**config.mk**
```make
export PLATFORM = sky130hd
export DESIGN_NAME = line_pixel_rasterizer
export DESIGN_NICKNAME = d
export VERILOG_FILES = /design/src/sv/lpr_pkg.sv /design/src/sv/line_pixel_rasterizer.sv /design/src/sv/lpr_step.sv
export SDC_FILE = /design/constraint.sdc
export NUM_CORES = 1
export LEC_CHECK = 0
export CORE_MARGIN = 2
export CORE_UTILIZATION = 55
export CTS_CLUSTER_SIZE = 8
export DETAILED_ROUTE_END_ITERATION = 10
export DONT_BUFFER_PORTS = 1
export PLACE_DENSITY = 0.75
export SLEW_MARGIN = 30
export SYNTH_ARGS = -nofsm -noshare
export SYNTH_HDL_FRONTEND = slang
export SYNTH_SLANG_ARGS = --single-unit
```
**constraint.sdc**
```tcl
create_clock -name clk -period 7.99 [get_ports clk]
set_input_delay 1.598 -clock clk [delete_from_list [all_inputs] [get_ports clk]]
set_output_delay 1.598 -clock clk [all_outputs]
set_load 0.03 [all_outputs]
```
**src/sv/lpr_pkg.sv**
```systemverilog
// Types, widths and shared helpers of the line pixel rasterizer.
// No dependencies; imported by lpr_step, line_pixel_rasterizer and tb_top.
`default_nettype none

package lpr_pkg;

	localparam int COORD_BITS = 7;
	localparam int ERR_BITS   = COORD_BITS + 2;
	localparam int CNT_BITS   = COORD_BITS + 1;

	typedef logic [COORD_BITS-1:0]      coord_t;
	typedef logic signed [ERR_BITS-1:0] err_t;
	typedef logic [CNT_BITS-1:0]        cnt_t;

	typedef struct packed {
		coord_t start_x;
		coord_t start_y;
		coord_t end_x;
		coord_t end_y;
	} line_req_t;

	typedef struct packed {
		coord_t pixel_a_x;
		coord_t pixel_a_y;
		coord_t pixel_b_x;
		coord_t pixel_b_y;
		logic   pixel_b_valid;
		logic   last_pair;
	} pixel_pair_t;

	typedef struct packed {
		coord_t major_span;
		coord_t minor_span;
		logic   up;
		logic   steep;
	} line_par_t;

	typedef struct packed {
		coord_t major;
		coord_t minor;
		err_t   err;
	} walk_t;

	function automatic err_t to_err(input coord_t v);
		return $signed({{(ERR_BITS-COORD_BITS){1'b0}}, v});
	endfunction

endpackage

`default_nettype wire

```
**src/sv/line_pixel_rasterizer.sv**
```systemverilog
// Line pixel rasterizer top level: setup sequencer, walk state and output register.
// Depends on lpr_pkg and lpr_step.
`default_nettype none

// One line request of two endpoints on a 128 by 128 grid comes in on req and
// leaves as pixel pairs on pix, in Bresenham order, the last pair flagged by
// last_pair. After acceptance the setup states ST_SWAP and ST_ORDER pick the
// major axis and order the endpoints; then the walk unit takes two steps each
// cycle, so one pair leaves per cycle while pix is not stalled. From acceptance
// until the block can accept the next request, req_stall stays high.
module line_pixel_rasterizer
	import lpr_pkg::*;
(
	input  wire         clk,
	input  wire         arst_n,
	input  wire         req_valid,
	output logic        req_stall,
	input  wire line_req_t req,
	output logic        pix_valid,
	input  wire         pix_stall,
	output pixel_pair_t pix
);

	localparam logic [1:0] ST_IDLE  = 2'd0;
	localparam logic [1:0] ST_SWAP  = 2'd1;
	localparam logic [1:0] ST_ORDER = 2'd2;
	localparam logic [1:0] ST_RUN   = 2'd3;

	logic [1:0]  state_q;
	line_req_t   req_q;
	logic        steep_q;
	coord_t      pa_maj_q, pa_min_q, pb_maj_q, pb_min_q;
	line_par_t   par_q;
	walk_t       walk_q;
	cnt_t        rem_q;
	pixel_pair_t out_q;
	logic        out_valid_q;

	logic      accept, out_free, load, swap_ends, steep;
	coord_t    lo_maj, lo_min, hi_maj, hi_min, maj_span;
	coord_t    a_x, a_y, b_x, b_y;
	walk_t     nxt;
	logic      b_ok, last;

	function automatic coord_t span(input coord_t p, input coord_t q);
		return (p > q) ? p - q : q - p;
	endfunction

	lpr_step u_step (
		.cur (walk_q),
		.par (par_q),
		.a_x (a_x),
		.a_y (a_y),
		.b_x (b_x),
		.b_y (b_y),
		.nxt (nxt)
	);

	assign req_stall = (state_q != ST_IDLE);
	assign accept    = req_valid && !req_stall;
	assign out_free  = !out_valid_q || !pix_stall;
	assign load      = (state_q == ST_RUN) && out_free;
	assign b_ok      = rem_q > cnt_t'(1);
	assign last      = rem_q <= cnt_t'(2);
	assign pix_valid = out_valid_q;
	assign pix       = out_q;

	always_comb begin
		steep     = span(req_q.start_y, req_q.end_y) > span(req_q.start_x, req_q.end_x);
		swap_ends = pa_maj_q > pb_maj_q;
		lo_maj    = swap_ends ? pb_maj_q : pa_maj_q;
		lo_min    = swap_ends ? pb_min_q : pa_min_q;
		hi_maj    = swap_ends ? pa_maj_q : pb_maj_q;
		hi_min    = swap_ends ? pa_min_q : pb_min_q;
		maj_span  = hi_maj - lo_maj;
	end

	always_ff @(posedge clk or negedge arst_n) begin
		if (!arst_n) begin
			state_q     <= ST_IDLE;
			out_valid_q <= 1'b0;
		end else begin
			unique case (state_q)
				ST_IDLE:  if (accept) state_q <= ST_SWAP;
				ST_SWAP:  state_q <= ST_ORDER;
				ST_ORDER: state_q <= ST_RUN;
				ST_RUN:   if (load && last) state_q <= ST_IDLE;
				default:  state_q <= ST_IDLE;
			endcase
			if (load) begin
				out_valid_q <= 1'b1;
			end else if (!pix_stall) begin
				out_valid_q <= 1'b0;
			end
		end
	end

	always_ff @(posedge clk) begin
		if (accept) begin
			req_q <= req;
		end
		if (state_q == ST_SWAP) begin
			steep_q  <= steep;
			pa_maj_q <= steep ? req_q.start_y : req_q.start_x;
			pa_min_q <= steep ? req_q.start_x : req_q.start_y;
			pb_maj_q <= steep ? req_q.end_y : req_q.end_x;
			pb_min_q <= steep ? req_q.end_x : req_q.end_y;
		end
		if (state_q == ST_ORDER) begin
			par_q.major_span <= maj_span;
			par_q.minor_span <= span(lo_min, hi_min);
			par_q.up         <= lo_min < hi_min;
			par_q.steep      <= steep_q;
			walk_q.major     <= lo_maj;
			walk_q.minor     <= lo_min;
			walk_q.err       <= to_err(maj_span >> 1);
			rem_q            <= {1'b0, maj_span} + cnt_t'(1);
		end
		if (load) begin
			walk_q              <= nxt;
			rem_q               <= rem_q - cnt_t'(2);
			out_q.pixel_a_x     <= a_x;
			out_q.pixel_a_y     <= a_y;
			out_q.pixel_b_x     <= b_ok ? b_x : coord_t'(0);
			out_q.pixel_b_y     <= b_ok ? b_y : coord_t'(0);
			out_q.pixel_b_valid <= b_ok;
			out_q.last_pair     <= last;
		end
	end

	a_run_err_nonneg: assert property (@(posedge clk) disable iff (!arst_n)
		(state_q == ST_RUN) |-> !walk_q.err[ERR_BITS-1])
		else $error("walk error term negative between steps");

	a_run_rem_nonzero: assert property (@(posedge clk) disable iff (!arst_n)
		(state_q == ST_RUN) |-> (rem_q != cnt_t'(0)))
		else $error("walk running with no pixels left");

	a_last_to_idle: assert property (@(posedge clk) disable iff (!arst_n)
		(load && last) |=> (state_q == ST_IDLE) && pix_valid && pix.last_pair)
		else $error("final pair did not end the line");

	a_pair_full: assert property (@(posedge clk) disable iff (!arst_n)
		(pix_valid && !pix.last_pair) |-> pix.pixel_b_valid)
		else $error("non-final pair missing its second pixel");

endmodule

`default_nettype wire

```
**src/sv/lpr_step.sv**
```systemverilog
// Walk unit: two Bresenham steps per cycle, giving one pixel pair.
// Depends on lpr_pkg.
`default_nettype none

module lpr_step
	import lpr_pkg::*;
(
	input  wire walk_t     cur,
	input  wire line_par_t par,
	output coord_t    a_x,
	output coord_t    a_y,
	output coord_t    b_x,
	output coord_t    b_y,
	output walk_t     nxt
);

	walk_t mid;

	function automatic walk_t advance(input walk_t w, input line_par_t p);
		err_t  e;
		walk_t r;
		e = w.err - to_err(p.minor_span);
		r.major = w.major + coord_t'(1);
		if (e < 0) begin
			r.minor = p.up ? w.minor + coord_t'(1) : w.minor - coord_t'(1);
			r.err   = e + to_err(p.major_span);
		end else begin
			r.minor = w.minor;
			r.err   = e;
		end
		return r;
	endfunction

	always_comb begin
		mid = advance(cur, par);
		nxt = advance(mid, par);
		a_x = par.steep ? cur.minor : cur.major;
		a_y = par.steep ? cur.major : cur.minor;
		b_x = par.steep ? mid.minor : mid.major;
		b_y = par.steep ? mid.major : mid.minor;
	end

endmodule

`default_nettype wire

```
# After elaboration in Yosys (flattened, before gate mapping)
# Cells that the tools add are included.
[op_classes] n_div=0 n_reduce_logical=11 eq_ne=6 n_mux=28 n_mul=0 bitwise_logic=0 n_addsub=19 n_shift=0 n_lt_le_gt_ge=10
[op_table] operator="two-way mux 7 bit" n=17
[op_table] operator="subtractor 7 bit" n=7
[op_table] operator="two-way mux 23 bit" n=2
[op_table] operator="> comparator 7 bit" n=5
[op_table] operator="two-way mux 16 bit" n=2
[op_table] operator="adder 7 x 1 -> 7 bit, second input constant" n=4
[op_table] operator="adder 9 x 8 -> 9 bit" n=2
[op_table] operator="< comparator 9 x 1 -> 1 bit, second input constant" n=2
[op_table] operator="subtractor 9 x 8 -> 9 bit" n=2
[op_table] operator="two-way mux 8 bit" n=2
[op_table] operator="subtractor 7 x 1 -> 7 bit, second input constant" n=2
[op_table] operator="adder 7 x 1 -> 8 bit, second input constant" n=1
[op_table] operator="> comparator 8 x 1 -> 1 bit, second input constant" n=1
[op_table] operator="<= comparator 8 x 2 -> 1 bit, second input constant" n=1
[op_table] operator="case mux 2 bit (4 select lines)" n=1
[op_table] operator="subtractor 8 x 2 -> 8 bit, second input constant" n=1
[op_table] operator="< comparator 7 bit" n=1
[op_table] operator="== test 2 bit, second input constant" n=2
[op_table] operator="two-way mux 2 bit" n=2
[op_table] operator="!= test 2 x 1 -> 1 bit, second input constant" n=2
[op_table] operator="nonzero test 2 bit" n=2
[op_table] operator="logical AND 1 bit" n=3
[op_table] operator="zero test 1 bit" n=3
[op_table] operator="== test 2 x 1 -> 1 bit, second input constant" n=1
[op_table] operator="5 further kinds" n=6
[totals] latch_bits=0 elab_cells=99 mem_bits_rw=0 reg_bits=137 input_bits=32 rom_bits=0 n_memories=0

# Logic depth before layout (Yosys ltp)
# Gate-level depths: netlist (run 1).
[logic_depth] word_depth=7 mapped_depth=28 ltp_nobuf=26

# Cells and area by module
# From an unflattened synthesis (run 1), not the netlist that was laid out.
[hier_totals] cells_unflattened=1072 area_unflattened_um2=10416.2
[by_module_without_submodules] mod="line_pixel_rasterizer" area_per_inst_um2=7832.5 instances=1 cells_each=726
[by_module_without_submodules] mod="lpr_step" area_per_inst_um2=2583.7 instances=1 cells_each=346

# Worst setup path after synthesis (run 1)
# Ideal clock, no wire load.
[synth_path] path_kind="reg2reg" startpoint="register walk_q[0] (netlist name)" endpoint="register walk_q[7] (netlist name), data pin" t_arrival_ns=4.905 path_buffers=3 setup_ns=0.268 slack_ns=2.817 path_stages_with_launch=27 cell_sequence="edfxtp_1 inv_1 ha_1 inv_1 fa_1 a21o_1 a21oi_1 o21bai_1 a31o_2 xnor2_1 clkbuf_1 clkbuf_1 nor2_1 a21oi_1 ha_1 fa_1 nor2b_1 o21ai_0 nand2b_1 a21oi_1 o21ai_0 and2_1 or2_2 a22oi_1 clkbuf_1 nand4_1 nor3b_1"
[synth_via] elab_chain_cells=7
[synth_lines] item="start, declared" line_no="line_pixel_rasterizer.sv:34" text="walk_t walk_q;"
[synth_lines] item="start signal, assigned" line_no="line_pixel_rasterizer.sv:120" text="walk_q <= nxt;"
[synth_lines] item="subtractor 9 x 8 -> 9 bit *" line_no="lpr_step.sv:22" text="e = w.err - to_err(p.minor_span);"
[synth_lines] item="adder 9 x 8 -> 9 bit or < comparator 9 x 1 -> 1 bit (tied branches)" line_no="lpr_step.sv:26, lpr_step.sv:24"
[synth_lines] item="two-way mux 16 bit *" line_no="lpr_step.sv:24" text="if (e < 0) begin"
[synth_lines] item="subtractor 9 x 8 -> 9 bit *" line_no="lpr_step.sv:22"
[synth_lines] item="adder 9 x 8 -> 9 bit or < comparator 9 x 1 -> 1 bit (tied branches)" line_no="lpr_step.sv:26, lpr_step.sv:24"
[synth_lines] item="two-way mux 16 bit *" line_no="lpr_step.sv:24"
[synth_lines] item="two-way mux 23 bit *" line_no="line_pixel_rasterizer.sv:119" text="if (load) begin"
# Mark *: on every way between the ends. The rest lies on a longest branch, timed or not.
# A chain may end at the register's enable or synchronous reset.

# Final worst setup path (run 1)
[layout_path] startpoint="register walk_q[0] (netlist name)" endpoint="register walk_q[12] (netlist name), data pin"
[layout_via] elab_chain_cells=7
[layout_lines] item="subtractor 9 x 8 -> 9 bit *" line_no="lpr_step.sv:22"
[layout_lines] item="adder 9 x 8 -> 9 bit or < comparator 9 x 1 -> 1 bit (tied branches)" line_no="lpr_step.sv:26, lpr_step.sv:24"
[layout_lines] item="two-way mux 16 bit *" line_no="lpr_step.sv:24"
[layout_lines] item="subtractor 9 x 8 -> 9 bit, or another cell as far along" line_no="lpr_step.sv:22"
[layout_lines] item="< comparator 9 x 1 -> 1 bit or two-way mux 7 bit (tied branches)" line_no="lpr_step.sv:24, lpr_step.sv:25"
[layout_lines] item="two-way mux 16 bit *" line_no="lpr_step.sv:24"
[layout_lines] item="two-way mux 23 bit *" line_no="line_pixel_rasterizer.sv:119"
# Marked as above.

==> results of run 1 <==
[worst max-delay path, stage by stage (launching register included)]
cell and delay (ns):
edfxtp_1 0.37, inv_1 0.06, ha_1 0.15, inv_1 0.05
fa_1 0.40, a21o_1 0.18, a21oi_1 0.22, o21bai_1 0.12
a31o_2 0.29, xor2_1 0.54, a21boi_0 0.28, inv_1 0.13
fa_1 0.21, nor2b_1 0.05, o21ai_0 0.13, nand2b_1 0.10
a21oi_1 0.16, o21ai_0 0.14, and2_1 0.19, or2_2 0.28
a22o_1 0.35, or4_1 0.54, a31oi_1 0.18
[state kept, by name (all words and copies together) (netlist names), 2 cells and up]
register	count
pb_min_q	7
req_q	28
par_q	16
pix	30
pa_maj_q	7
state_q	2
rem_q	8
pb_maj_q	7
pa_min_q	7
walk_q	23
[area by class of cell]
| type | count | area [um2] | share of cell area [%] |
|---|---|---|---|
| Tap cell | 229 | 287 | 2.62 |
| Clock buffer | 17 | 425 | 3.89 |
| Inverter | 96 | 360 | 3.29 |
| Sequential cell | 137 | 4100 | 37.4 |
| Timing Repair Buffer | 9 | 67.6 | 0.617 |
| Multi-Input combinational cell | 747 | 5560 | 50.8 |
| Clock inverter | 15 | 148 | 1.35 |
[metal layers]
layer / GRT usage, % / up-vias / part of all wire (%)
li1: - / 3650 / -
met1: 28.7 / 3450 / 42
met2: 39.4 / 264 / 49
met3: 4.30 / 44 / 5.9
met4: 8.89 / 0 / 2.7
met5: 0 / - / 0
[cell usage after synthesis (all sizes together) (6+ instances only)]
master / count
nand3: 23
o21bai: 8
clkbuf: 21
xor2: 33
mux2i: 42
nor2: 73
nor2b: 20
a21o: 19
maj3: 6
and3: 7
o211ai: 8
o31ai: 7
a31oi: 23
nand4: 6
nand2: 63
a211oi: 14
a21boi: 6
a21oi: 68
nand2b: 24
ha: 90
fa: 10
buf: 10
or2: 6
o21ai: 61
mux2: 17
nor3: 11
xnor2: 40
inv: 96
edfxtp: 134
and2: 7
[stage by stage]
stage | std cells | instance area [um2] | util (%)
2_1_floorplan | 1011 | 10100 | -
3_3_place_gp | 1218 | 10400 | 57.4
3_5_place_dp | 1218 | 10400 | 57.5
4_1_cts | 1250 | 10900 | 60.7
5_1_grt | 1250 | 10900 | 60.7
6_report | 1250 | 10900 | 60.7
[kinds of logic after synthesis]
group / Yosys count / synth area share, %
and+or+nand+nor: 263 / 12.9
AOI/OAI and AO/OA: 246 / 15.6
DFF: 137 / 40.6
buffers and inverters: 127 / 4.88
adders and majority gates: 106 / 13.7
xor gates and xnor gates: 73 / 6.33
muxes: 59 / 6.05
[worst paths after layout]
| check | endpoint | slack [ns] | depth (start not counted) |
|---|---|---|---|
| setup reg to reg | walk_q[12] | 2.71 | 22 |
| min in group asynchronous | state_q[1] | 0.86 | 0 |
| hold reg to reg | par_q[0] | 0.42 | 0 |
| hold / removal | par_q[0] | 0.42 | 0 |
| setup / recovery | walk_q[12] | 2.71 | 22 |
| max in group asynchronous | state_q[0] | 7.06 | 0 |
[placed cells by master, fill, tap and decap left out, types with 19 or more instances in the layout]
cell type	Yosys	final
nand2b_1	24	24
xor2_1	33	33
nor2b_1	20	20
edfxtp_1	134	134
nand3_1	23	23
a21o_1	19	19
mux2i_1	42	42
o21ai_0	56	56
xnor2_1	40	40
a21oi_1	66	66
inv_1	96	95
nor2_1	73	73
a31oi_1	21	21
ha_1	90	88
nand2_1	63	63
==> out/results.ini, run 1 <==
[clocking]
cts_root_buffer=clkbuf_16
cts_made_buffers=17
clk_pin_slew_ns=0.07
cts_buffer_depth=2
cts_resized=0
cts_tree=built
h-tree-depth=4
postCtsSetupBuffers=0
cts.sinks=137
clkLatencyLatePin_ns=0.43
ctsHoldBuffers=0

[timing]
finalCritPeriodShare_pct=66.0
slew-limit-headroom_pct=43.4
fin_tns_setup_ns=0
setup_viol=0
fmax_mhz=190
slew_viol_final=0
period_minus_slack_ns=5.28
rsz0062_at_grt=false
whs_ns=0.419
fin_skew_ns=0.00983
tightest_slew_ns=0.842
finalHoldViolCount=0
layout_setup_ws_ns=2.71

[layout]
antenna_cells=0
nets=1140
nFillCells=1456
drive_gt1_share_pct=8.13
syn2layout_area_growth_pct=8.29

[floorplanning]
initial_core_util_pct=56.1
die_x_um=140
io_pins=64
die_h_um=140
die-area_mm2=0.0195
rows=49
core_area_mm2=0.0180

[setup_path]
cp.arrival_ns=5.55
crit_required_ns=8.26
start_kind=register
startpoint=walk_q[0]
crit_fanout=13
endpoint_kind=register
critPathKind=register to register
reg2reg_from=walk_q[0]

[drt]
ant_nets=0
drt_iter0_drc=438
viasPerCell=5.93
routed_wl_um=21700
first_pass_iters=5
post-route-drc-count=0
wl_per_cell_um=17.3
dr_total_vias=7408

[place]
dp_hpwl_um=16700
dp_slack_ns=2.72
gp_congestion=0.922
portBuffers=0

[synthesis]
synthArstFlopShare_pct=2.19
yosys_warnings=0
synthCells=1011
yosysSeqAreaShare_pct=40.6
synth_edf_count=134
synth_top_area_share_pct=39.8
ys_ff_latch=137
yosys.area.top_type=edfxtp_1
synth_area_leaders=edfxtp_1 40%, ha_1 11%, mux2i_1 4.2%
netlist_area_mm2=0.0101
ys.flop_type=edfxtp_1
synth_cell_type_count=66
synth_area_per_cell_um2=10.0
synthesis.nets=1143

[min_path]
hp-start=steep_q
hp-class=register to register

[grt]
grt_pass1_wl_um=35700
antenna_found_initial=0
grt_max_degree=48
grt.total_usage_pct=22.9
overflow=0
grt_pass1_vias=7326

[outcome]
status=finished clean

[job]
drv_cap=0

Power of run 1 is not shown: default switching activity piles up to over one toggle a cycle in this logic, so the estimate is an artifact.
==> inputs of run 2 (changes only) <==
clock period = 5.1 ns   (was 7.99 ns; I/O delays follow)
==> out/results.ini, run 2 (synthesis gave the netlist of run 1 again) <==
[drt]
dr_total_vias=7581
first_pass_iters=5
viasPerCell=5.99
wl_per_cell_um=17.6
routed_wl_um=22300
post-route-drc-count=0
ant_nets=0
drt_iter0_drc=546

[grt]
grt_pass1_wl_um=36200
overflow=0
antenna_found_initial=0
grt_pass1_vias=7366
grt.total_usage_pct=23.1
grt_max_degree=45

[layout]
antenna_cells=0
nFillCells=1432
syn2layout_area_growth_pct=10.6
nets=1156
largest_reg_flops=30
layout_commonest_cell=edfxtp_1
final_cell_mix=134 x edfxtp_1, 94 x inv_1, 88 x ha_1, 72 x nor2_1
drive_gt1_share_pct=10.3

[timing]
finalCritPeriodShare_pct=93.6
slew_viol_final=0
period_minus_slack_ns=4.77
setup_viol=0
finalHoldViolCount=0
fin_tns_setup_ns=0
fin_skew_ns=0.0134
rsz0062_at_grt=false
whs_ns=0.285
tightest_slew_ns=0.891
slew-limit-headroom_pct=40.6
fmax_mhz=210

[job]
drv_cap=0

[place]
gp_congestion=0.909
dp_hpwl_um=17200
portBuffers=0

[clocking]
ctsHoldBuffers=0
cts_made_buffers=17
clk_pin_slew_ns=0.07
clkLatencyLatePin_ns=0.43
h-tree-depth=4
cts_root_buffer=clkbuf_16
cts.sinks=137
cts_buffer_depth=2
cts_tree=built

[floorplanning]
die-area_mm2=0.0195
initial_core_util_pct=56.1
die_x_um=140
io_pins=64
core_area_mm2=0.0180
die_h_um=140
rows=49

[setup_path]
crit_fanout=6
slowest_delay_ns=0.50
crit_required_ns=5.37
critPathKind=register to register
crit_slowest_cell=or4_1
start_kind=register
endpoint_kind=register
cp.arrival_ns=5.05
path_cells=inv_1 > ha_1 > inv_1 > fa_2 > a21o_1 > a21oi_2 > o21bai_1 > a31o_2 > xnor2_2 > buf_6 > nor2_1 > a21oi_1 > ha_2 > fa_2 > nor2b_1 > o21ai_0 > nand2b_1 > a21oi_2 > o21ai_1 > and2_1 > or2_2 > a22o_1 > or4_1 > a31oi_1

[outcome]
status=finished clean

[min_path]
hp-class=input port to async pin

[run 2: changes by cell type in the layout (fill, tap and decap cells not counted), moves of 2 or more]
cell        before  now
fa_1            10    8
buf_4            9   24
o21ai_1          3    8
bufinv_16        0    3
o21ai_0         56   52
a21oi_1         66   63
clkinvlp_4       3    0
fa_2             0    2
a21oi_2          2    5
[run 2: area by class of cell]
cell class | instances | area, um2 | share of cell area (%)
Multi-Input combinational cell | 747 | 5590 | 50.0
Sequential cell | 137 | 4100 | 36.7
Clock buffer | 17 | 425 | 3.81
Inverter | 96 | 360 | 3.22
Tap cell | 229 | 287 | 2.56
Clock inverter | 15 | 223 | 1.99
Timing Repair Buffer | 25 | 191 | 1.71
[run 2: critical path: cells and delay by family (launching register included)]
| kind | cells | cell delay [ns] |
|---|---|---|
| buffers and inverters | 3 | 0.27 |
| adder cells (fa/ha/maj) | 4 | 0.92 |
| AO/OA/AOI/OAI | 10 | 1.67 |
| AND/OR/NAND/NOR | 6 | 1.17 |
| XOR/XNOR | 1 | 0.23 |
| flip-flops | 1 | 0.35 |
[run 2: path summary, 6_finish.rpt]
check	from	end	slack, ns	depth (start not counted)
min in group clk	steep_q	par_q[0]	0.45	0
worst min-delay path	arst_n	pix_valid	0.29	0
worst max register to register	walk_q[0]	walk_q[12]	0.33	24
worst max-delay path	walk_q[0]	walk_q[12]	0.33	24
worst min register to register	steep_q	par_q[0]	0.45	0
max in group asynchronous	arst_n	state_q[0]	4.75	0
[run 2: stage by stage]
step / area [um2] / util (%) / cells / setup slack, ns
CTS: 11100 / 61.8 / 1265 / 0.00461
floorplan: 10100 / - / 1011 / 0.0392
global route: 11200 / 62.0 / 1266 / 0.00975
detailed placement: 10500 / 58.2 / 1233 / 0.113
finish: 11200 / 62.0 / 1266 / 0.328
global placement: 10500 / 58.1 / 1233 / 0.258
[run 2: what timing repair did]
action | in CTS | in global routing
setup endpoints to repair | 0 | 17
resized for setup | 0 | 16
buffers inserted | 0 | 1
[run 2: per-layer routing]
metal  vias up  wire, um  track usage, %
met1      3577      9390            28.5
met4         0       755            10.2
met3        49      1170            4.23
li1       3688         -               -
met5         -         0               0
met2       267     11000            39.8
Power of run 2 is left out for the same reason.
==> inputs of run 3 (changes only) <==
ABC_AREA = 1   (was unset)
==> out/results.ini, run 3 <==
[floorplanning]
initial_core_util_pct=55.5
die_x_um=141
die-area_mm2=0.0199
die_h_um=141
rows=50
io_pins=64
core_area_mm2=0.0186

[layout]
layout_commonest_cell=nand2_1
antenna_cells=0
largest_reg_flops=30
syn2layout_area_growth_pct=8.07
nets=1389
final_cell_mix=305 x nand2_1, 193 x inv_1, 134 x edfxtp_1, 107 x o21ai_0, 89 x ha_1
drive_gt1_share_pct=7.80

[timing]
slew-limit-headroom_pct=38.6
finalHoldViolCount=0
setup_viol=0
period_minus_slack_ns=4.54
finalCritPeriodShare_pct=89.1
fmax_mhz=220
rsz0062_at_grt=false
slew_viol_final=0
fin_tns_setup_ns=0
fin_skew_ns=0.0126
tightest_slew_ns=0.911

[clocking]
cts_resized=0
postCtsSetupBuffers=0
ctsHoldBuffers=0
clk_pin_slew_ns=0.06
cts.sinks=137
h-tree-depth=4
clkLatencyLatePin_ns=0.43
cts_tree=built
cts_buffer_depth=2
cts_made_buffers=17
cts_root_buffer=clkbuf_16

[setup_path]
endpoint_kind=register
crit_required_ns=5.28
cp.arrival_ns=4.72
critPathKind=register to register
start_kind=register
crit_fanout=13

[synthesis]
yosys_warnings=0
synthCells=1256
ys_ff_latch=137
netlist_area_mm2=0.0103
synthesis.nets=1388
synth_most_common_cell=nand2_1
synth_edf_count=134
synthArstFlopShare_pct=2.19
yosys.area.top_type=edfxtp_1
ys.flop_type=edfxtp_1
synth_area_per_cell_um2=8.22
yosysSeqAreaShare_pct=39.7
synth_cell_type_count=50
synth_area_leaders=edfxtp_1 39%, nand2_1 11%, ha_1 11%
synth_top_area_share_pct=39.0
netlist_top_cells_count=305 x nand2_1, 195 x inv_1, 134 x edfxtp_1

[grt]
grt_pass1_wl_um=36500
grt.total_usage_pct=23.1
grt_pass1_vias=7789
antenna_found_initial=0
grt_max_degree=56
overflow=0

[place]
gp_congestion=0.953
dp_hpwl_um=17500
portBuffers=0

[drt]
routed_wl_um=22300
ant_nets=0
viasPerCell=5.41
drt_iter0_drc=484
post-route-drc-count=0
wl_per_cell_um=14.8
first_pass_iters=5
dr_total_vias=8133

[min_path]
hp-class=input port to async pin

[outcome]
status=finished clean

[job]
drv_cap=0

-- run 3: path summary, 6_finish.rpt --
| path | cells past startpoint | endpoint | start | slack [ns] |
|---|---|---|---|---|
| min in group clk | 0 | par_q[0] | steep_q | 0.42 |
| max in group asynchronous | 0 | state_q[1] | arst_n | 4.75 |
| hold reg to reg | 0 | par_q[0] | steep_q | 0.42 |
| setup reg to reg | 23 | walk_q[2] | walk_q[0] | 0.56 |
| hold / removal | 0 | pix_valid | arst_n | 0.28 |
| setup / recovery | 23 | walk_q[2] | walk_q[0] | 0.56 |
-- run 3: critical path, stage by stage (launching register included) --
cell,delay [ns]
edfxtp_1,0.36
inv_1,0.06
ha_1,0.13
inv_1,0.05
fa_1,0.40
xor2_1,0.19
ha_1,0.36
a21oi_1,0.16
nand2_1,0.11
xnor2_1,0.14
o21ai_0,0.21
ha_1,0.31
nand2_1,0.08
nor2_1,0.04
a211oi_1,0.31
o21ai_0,0.21
a21oi_1,0.21
nand3b_1,0.10
nand2_1,0.32
inv_1,0.25
nand2_1,0.13
nand2_1,0.06
nand2_1,0.05
nand2_1,0.05
-- run 3: layout make-up --
| type | count | area (um2) |
|---|---|---|
| fill | 1606 | 7430 |
| clock inverter | 15 | 193 |
| tap | 234 | 293 |
| inverter | 199 | 749 |
| multi-input combinational | 896 | 5350 |
| clock buffer | 17 | 425 |
| timing repair buffer | 6 | 45.0 |
| sequential | 137 | 4100 |
-- run 3: stage by stage --
stage               cell area (um2)  cells  worst slack [ns]  hold WS [ns]  utilization (%)
global route                  11200   1504             0.181         0.261             60.0
global placement              10500   1472             0.690         0.405             56.7
detailed placement            10500   1472             0.591         0.412             56.7
floorplan                     10300   1256             0.855         0.400                -
finish                        11200   1504             0.558         0.280             60.0
CTS                           11200   1504             0.567         0.265             60.0
-- run 3: cell families after synthesis --
family / count (synthesis) / share of synthesized area [%]
muxes: 5 / 0.497
and+or+nand+nor: 505 / 21.4
adders and majority gates: 100 / 12.9
buffers and inverters: 223 / 8.47
xor gates and xnor gates: 54 / 4.58
DFF: 137 / 39.7
AOI/OAI and AO/OA: 232 / 12.5
-- run 3: routing by layer --
metal | GRT usage, % | routed length, um
met5 | 0 | 0
met1 | 28.8 | 9930
met4 | 7.68 | 533
met3 | 4.82 | 880
met2 | 40.3 | 10900
Power of run 3 is left out for the same reason.
